**src/hdl/plid_pkg.sv**
```systemverilog
package plid_pkg;

    localparam int DATA_W       = 32;
    localparam int POS_W        = 8;
    localparam int LEN_W        = 8;
    localparam int CAPACITY_DEF = 64;

    localparam logic [1:0] ACT_INSERT = 2'd0;
    localparam logic [1:0] ACT_DELETE = 2'd1;
    localparam logic [1:0] ACT_POP    = 2'd2;
    localparam logic [1:0] ACT_READ   = 2'd3;

    localparam logic [1:0] ST_OK     = 2'd0;
    localparam logic [1:0] ST_BADPOS = 2'd1;
    localparam logic [1:0] ST_EMPTY  = 2'd2;
    localparam logic [1:0] ST_FULL   = 2'd3;

    typedef logic [DATA_W-1:0] data_t;
    typedef logic [POS_W-1:0]  pos_t;

    // Command broadcast to every cell of the chain.
    typedef struct packed {
        logic  ins;
        logic  del;
        pos_t  k;
        data_t value;
    } plid_cmd_t;

endpackage

```
**src/hdl/plid_cell.sv**
```systemverilog
module plid_cell #(
    parameter int INDEX = 0
) (
    input  logic                clk,
    input  plid_pkg::plid_cmd_t cmd,
    input  plid_pkg::data_t     left_data,
    input  plid_pkg::data_t     right_data,
    output plid_pkg::data_t     data,
    output plid_pkg::data_t     rd_data
);
    import plid_pkg::*;

    localparam pos_t IDX = POS_W'(INDEX);

    data_t data_reg;
    data_t data_next;

    // An insert moves every word behind the insertion point one cell back;
    // a delete pulls every word from the deleted cell on one cell forward.
    always_comb
    begin
        data_next = data_reg;
        if (cmd.ins)
        begin
            if (IDX == cmd.k)
                data_next = cmd.value;
            else if (IDX > cmd.k)
                data_next = left_data;
        end
        else if (cmd.del)
        begin
            if (IDX >= cmd.k)
                data_next = right_data;
        end
    end

    always_ff @(posedge clk)
    begin
        data_reg <= data_next;
    end

    assign data    = data_reg;
    assign rd_data = (IDX == cmd.k) ? data_reg : '0;

endmodule

```
**config.mk**
```make
export PLATFORM = sky130hd
export DESIGN_NAME = plid_cell
export DESIGN_NICKNAME = d
export VERILOG_FILES = /design/src/hdl/plid_pkg.sv /design/src/hdl/plid_cell.sv
export SDC_FILE = /design/constraint.sdc
export NUM_CORES = 1
export LEC_CHECK = 0
export ABC_AREA = 1
export BUFFER_PORTS_ARGS = -buffer_cell sky130_fd_sc_hd__buf_2
export CORE_MARGIN = 1
export CORE_UTILIZATION = 41
export CTS_CLUSTER_SIZE = 30
export DETAILED_ROUTE_END_ITERATION = 8
export GPL_ROUTABILITY_DRIVEN = 0
export MAX_ROUTING_LAYER = met4
export PLACE_DENSITY = 0.82
export SETUP_SLACK_MARGIN = 0.05
export SYNTH_ARGS = -nofsm -noshare
export SYNTH_HDL_FRONTEND = slang
export SYNTH_SLANG_ARGS = --single-unit
export TNS_END_PERCENT = 5
```
**constraint.sdc**
```tcl
create_clock -name clk -period 2.6 [get_ports clk]
set_input_delay 0 -clock clk [delete_from_list [all_inputs] [get_ports clk]]
set_output_delay 0 -clock clk [all_outputs]
set_load 0.01 [all_outputs]
```
* After elaboration in Yosys (flattened, before gate mapping)
Index checks and enable logic that the tools add are counted.
** Storage, ports and cells
- Register bits :: 32
- Output and inout port bits :: 64
- Input port bits :: 107
** Operators by class
- Eq/ne operators :: 1
- Reduce and logical (&&, ||, !) cells :: 4
- Multiplexer cells :: 6
- Order comparisons :: 2
** Operator list (number)
- $mux 32 :: 6
- $ge 1x8->1 const A :: 1
- $gt 1x8->1 const A :: 1
- $logic_not 8->1 :: 1
- $reduce_bool 2->1 :: 2
- $ne 3x1->1 const B :: 1
- $reduce_and 3->1 :: 1

* Logic depth before layout (Yosys ltp)
Gate-level depths: netlist of the first run.
- Word-level depth :: 4
- Depth in mapped cells :: 7
- Mapped depth without buffers :: 6

* Worst setup path after synthesis of the first run
No wires, ideal clock.
- Kind :: input to register
- Start point :: input port cmd[35] in the netlist's numbering
- End point :: register data_reg[0], in the netlist data[0], enable pin
- Buffers on the path :: 0
- Data required time :: 2.179 ns
- Arrival time :: 1.856 ns
- Cell stages on the path :: 5
- Slack :: 0.323 ns
- Cells stage by stage :: nor2_1 nand2_2 nor2_8 inv_2 nor2_1
** On the way
- Word-level cells in the longest chain between the ends :: 3
- Elaborated cells between the ends (all ways) :: 6
** RTL lines
- from (decl) :: line plid_cell.sv:5 : input plid_pkg::plid_cmd_t cmd,
- $gt 1x8->1 (tied with other cells) :: line plid_cell.sv:27 : else if (IDX > cmd.k)
- $ne 3x1->1 (no source line) / $reduce_bool 2->1 (equally long branches)
- $reduce_and 3->1 (no source line) *
- to (signal assigned) :: line plid_cell.sv:39 : data_reg <= data_next;
- to (decl) :: line plid_cell.sv:15 : data_t data_reg;
Mark *: on every way between the ends. The rest lies on a longest branch, timed or not.
A chain may end at the register's enable or synchronous reset.

* Final worst setup path of the first run
- Start point :: input port cmd[35] in the netlist's numbering
- End point :: register data_reg[29], in the netlist data[29], enable pin
The elaborated chain is that of the path after synthesis.

==> metrics, run 1 <==
hold path start right_data[1]; portion of total power attributed to the clock network 30.8%; Slew @ Worst Pin 952 ps; PD cells between 300 and 400 nW/um^2; critical path data required time between 2000 and 3000 ps; core area 5200 sq um; IR Drop Worst-Case VDD 205 uV; die outline area about 6000 sq um; Cell Chain, Critical Path buf_2 -> nor2_1 -> nand2_2 -> nor2_8 -> inv_2 -> nor2_2 -> buf_4; post-synthesis cell area around 2300 sq um; least setup slack across all paths after layout a little under 1000 ps; predominant post-synthesis flop cell sky130_fd_sc_hd__edfxtp_1; vias in the first global route about 2.4k; Avg Vias per Cell roughly 4.6; flip-flop and latch count after synthesis 32; most common cell after layout, fill and taps aside sky130_fd_sc_hd__buf_2; clock root cell sky130_fd_sc_hd__clkbuf_8; Mapped Cells approximately 320; initial cell density of the core roughly 44%; Syn-to-layout area delta 42.2%; sequential element share of the synthesized area around 42%; final routed DRC violation total 0; Hold Path Class input pin to register; final critical delay including setup and external delays approximately 1600 ps; highest clock frequency the design can meet roughly 620 MHz; CTS tree done; total iterations of the first detailed-routing run 4; flip-flop count of the largest register, all copies and words added 32; number of hold-slack violations in the final timing report 0; Seq pwr share approximately half; detailed placement HPWL between 4 and 5 mm; Mapped Nets around 430; Post-Route Setup TNS 0 ps; number of H-tree levels 2; number of cells upsized or downsized after cts 0; worst hold path depth 3; critical path startpoint category input pin; Hold Path End data[1]; count of flip-flops with a built-in enable after synthesis 32; most frequent cells in the layout sky130_fd_sc_hd__buf_2 (170), sky130_fd_sc_hd__nand2_1 (96), sky130_fd_sc_hd__inv_1 (65); Post-Route WL around 6.6 mm; leakage power around 1.9 nW; count of nets after finishing 590; clock buffer depth 2; wire length of the first global-routing pass roughly 11 mm; Avg Cell Area, Syn a little over 7 sq um; port buffer count 170; number of routed nets with antenna violations 0; top fanout value on the critical path 33; switching power share of the total between 20% and 30%; Critical Path AT about 1600 ps; largest net degree at the start of global routing 34; async set-or-reset flop fraction in the synthesized netlist 0%; number of buffers created by CTS 5; category of the worst setup path capture point register; Pint 0.000860 W; total of max-cap violations 0; share of the synthesized area in the top cell type between 40% and 50%; clock input transition at the sequential cells of the worst setup and hold paths roughly 60 ps; Antenna Cells 0; total via count in the routed design about 2.5k; top cells by area, synth sky130_fd_sc_hd__edfxtp_1 (42%), sky130_fd_sc_hd__nand2_1 (16%), sky130_fd_sc_hd__inv_1 (11%); antenna violations before repair 0; cell with the largest stage delay on the worst path sky130_fd_sc_hd__nor2_8; placed cell count 544; post-route worst hold slack ~8.7 ps; routed len/inst around 12 um; unrepaired setup endpoints after global routing false; Num Clock Sinks 32; P_sw roughly 0.00025 W; area leader, netlist sky130_fd_sc_hd__edfxtp_1; # IOs between 150 and 200; Setup-failing EPs final 0; fraction of layout instances using a drive strength above 1 between 30% and 40%; number of distinct library cells after synthesis 13; # Post-CTS Setup Buffers 0; Die Ht between 70 and 80 um; global-route congestion overflow total 0; status finished, final reports clean; worst slew slack as a fraction of its limit 36.4%; Die W around 76 um; kind of critical path input pin to register; FP Rows 26; final number of max-transition violations 0; number of DRC markers after the initial detailed-route iteration roughly 130; final instance count without filler cells 554; Yosys Warn Count 0; minimum setup slack after placement ~710 ps; Critical Path Max Stage Delay between 400 and 500 ps; portion of the clock cycle consumed by the worst path in the final layout 62.1%; Overall Global Routing Usage about a quarter; overall power of the completed layout 0.00111 W; Logic pwr share 17.5%
[final cells by class]
cell class              instances  area (sq um)
repair buffers                177           908
flip-flops and latches         32           961
clock inverters                 1          3.75
multi-input cells             201           938
fillers                       487          1980
well taps                      70          87.6
inverters                      66           248
clock buffers                   7          76.3
[layer usage]
metal	global-route usage, %	part of all wire, %	vias to the layer above
met1	27.6	41	1107
met2	41.0	50	126
li1	-	-	1296
met4	7.88	1.9	0
met5	-	0	-
met3	3.71	6.9	14
[worst max-delay path by stage]
| stage | startpoint | end | slack [ps] | depth (start not counted) |
|---|---|---|---|---|
| floorplan | cmd[35] | data[0] | 320 | 5 |
| global placement | cmd[35] | data[26] | 760 | 7 |
| detailed placement | cmd[35] | data[26] | 710 | 7 |
| CTS | cmd[35] | data[26] | 980 | 7 |
| global route | cmd[39] | data[29] | 830 | 7 |
| finish | cmd[35] | data[29] | 990 | 7 |
[synth_stat cells, types with 2 or more instances]
| cell | number |
|---|---|
| sky130_fd_sc_hd__buf_2 | 4 |
| sky130_fd_sc_hd__buf_6 | 6 |
| sky130_fd_sc_hd__clkbuf_1 | 8 |
| sky130_fd_sc_hd__edfxtp_1 | 32 |
| sky130_fd_sc_hd__inv_1 | 65 |
| sky130_fd_sc_hd__nand2_1 | 96 |
| sky130_fd_sc_hd__nand2_2 | 2 |
| sky130_fd_sc_hd__nand3_1 | 32 |
| sky130_fd_sc_hd__nor2_1 | 38 |
| sky130_fd_sc_hd__o21bai_1 | 32 |
[metrics by stage]
step | area (sq um) | util (%)
global route | 3220 | 61.9
finish | 3220 | 61.9
floorplan | 2270 | -
detailed placement | 3120 | 60.0
global placement | 3120 | 60.0
CTS | 3220 | 61.9
[critical path, delay by kind of cell]
| kind | cells | cell delay (ps) |
|---|---|---|
| buffers and inverters | 3 | 720 |
| AND/OR/NAND/NOR | 4 | 820 |
[power groups by stage]
stage	logic, W	registers (W)	clock network, W
6_report	0.000194	0.000574	0.000342
5_1_grt	0.000217	0.000574	0.000381
4_1_cts	0.000193	0.000574	0.000349
3_5_place_dp	0.000190	0.000585	0
3_3_place_gp	0.000188	0.000585	0
2_1_floorplan	0.0000907	0.000586	0
[repair_timing]
item / CTS / global route
hold buffers: 2 / 0
setup endpoints to repair: 0 / 0
endpoints found under the hold margin: 2 / 0
[cells by family after synthesis]
logic type             synth area share [%]
buffers and inverters                  16.3
AND/OR/NAND/NOR                        30.7
flip-flops                             42.4
AO/OA/AOI/OAI                          10.6
No activity file was read; power rests on OpenSTA's default activity.
==> run 2: changes to the inputs <==
- clock period: 2.6 -> 1.6 ns (I/O delays scaled with it)
==> run 2 against run 1 <==
Compared with the run above:
- worst hold slack about the same
- cell count grew 2.9%
- clock-buffer cell count unchanged
==> metrics, run 2 (same netlist as run 1, synthesis figures left out) <==
met2 Use GR a little over two fifths; total iterations of the first detailed-routing run 4; Avg Vias per Cell about 4.5; Worst path most repeated cell sky130_fd_sc_hd__nand2_1; die outline area approximately 5800 sq um; clock input transition at the sequential cells of the worst setup and hold paths about 60 ps; met1 demand-to-capacity share in global routing 27.5%; count of nets after finishing roughly 600; # IOs 171; number of hold-slack violations in the final timing report 0; global routing usage on met3 approximately 5.5%; most frequent cells in the layout sky130_fd_sc_hd__buf_2 (170), sky130_fd_sc_hd__nand2_1 (96), sky130_fd_sc_hd__inv_1 (65); Setup-failing EPs final 0; Critical Path Max Stage Delay approximately 730 ps; port buffer count between 150 and 200; final number of max-transition violations 0; FP Rows 26; number of H-tree levels 2; largest net degree at the start of global routing 33; detailed placement HPWL ~4.9 mm; clock root cell sky130_fd_sc_hd__clkbuf_8; leakage power between 1.5 and 2 nW; routed len/inst ~12 um; Die Ht ~76 um; # Post-CTS Setup Buffers 0; cell with the largest stage delay on the worst path sky130_fd_sc_hd__inv_1; antenna violations before repair 0; vias in the first global route ~2.3k; Antenna Cells 0; wire length of the first global-routing pass 10.9 mm; highest clock frequency the design can meet around 960 MHz; initial cell density of the core between 40% and 50%; placement-stage cell area around 3100 sq um; worst slew slack as a fraction of its limit 36.3%; top fanout value on the critical path 32; CTS tree done; Overall Global Routing Usage roughly a quarter; fraction of layout instances using a drive strength above 1 a little under two fifths; final routed DRC violation total 0; most common cell after layout, fill and taps aside sky130_fd_sc_hd__buf_2; kind of critical path input pin to register; PD cells approximately 540 nW/um^2; Critical Path AT 1180 ps; flip-flop count of the largest register, all copies and words added 32; number of buffers created by CTS 5; Syn-to-layout area delta 50.0%; Cell Chain, Critical Path buf_2 -> inv_1 -> nand2_1 -> nand2_1; Num Clock Sinks 32; final critical delay including setup and external delays 1040 ps; critical path data required time about 1700 ps; number of routed nets with antenna violations 0; Post-Route WL 6.93 mm; final standard cell area without fillers 3400 sq um; core area ~5200 sq um; IR Drop Worst-Case VDD a little over 300 uV; portion of the clock cycle consumed by the worst path in the final layout 65.0%; Filler Cell Count 468; Die W roughly 76 um; placed cell count ~550; critical path startpoint category input pin; status finished, final reports clean; global routing's busiest layer met2; Slew @ Worst Pin approximately 950 ps; total of max-cap violations 0; Post-Route Setup TNS 0 ps; clock buffer depth 2; Hold Path Class input pin to register; category of the worst setup path capture point register; global-route congestion overflow total 0; number of DRC markers after the initial detailed-route iteration around 110; unrepaired setup endpoints after global routing false; total via count in the routed design approximately 2.6k; final instance count without filler cells 570
run 2: critical path, delay by kind of cell:
| family | cells | cell delay (ps) |
|---|---|---|
| AND/OR/NAND/NOR | 2 | 250 |
| buffers and inverters | 2 | 930 |
run 2: what timing repair did:
item                                   4_1_cts  5_1_grt
gates resized for setup                      0        0
hold buffers                                17        0
endpoints found under the hold margin       17        0
run 2: cell type report:
type / instances / area [sq um] / share of cell area (%)
Tap cell: 70 / 87.6 / 2.58
Inverter: 66 / 248 / 7.29
Clock inverter: 1 / 3.75 / 0.110
Sequential cell: 32 / 961 / 28.3
Clock buffer: 7 / 76.3 / 2.25
Multi-Input combinational cell: 201 / 943 / 27.8
Timing Repair Buffer: 193 / 1080 / 31.7
run 2: path summary, 6_finish.rpt:
check | start | to | slack, ps | depth (start not counted)
setup / recovery | cmd[41] | data[30] | 560 | 4
hold / removal | right_data[4] | data[4] | 9 | 3
run 2: layer usage:
metal	vias up	share of wire [%]	wire length, um
li1	1327	-	-
met1	1129	40	2770
met2	122	52	3640
met3	10	6.3	440
met4	0	1.3	88
met5	-	0	0
run 2: power by group:
group | internal (W) | switching [W]
Combinational | 0.000188 | 0.000154
Sequential | 0.000932 | 0.00000132
Clock | 0.000302 | 0.000264
run 2: per-stage QoR:
step	setup WS [ps]	hold slack (ps)	power [W]	util (%)
after floorplan	212	186	0.00110	-
after global placement	328	273	0.00125	60.5
after detailed placement	281	275	0.00126	60.5
after CTS	572	0.644	0.00187	65.3
after global routing	359	9.57	0.00194	65.3
final	561	8.85	0.00184	65.3
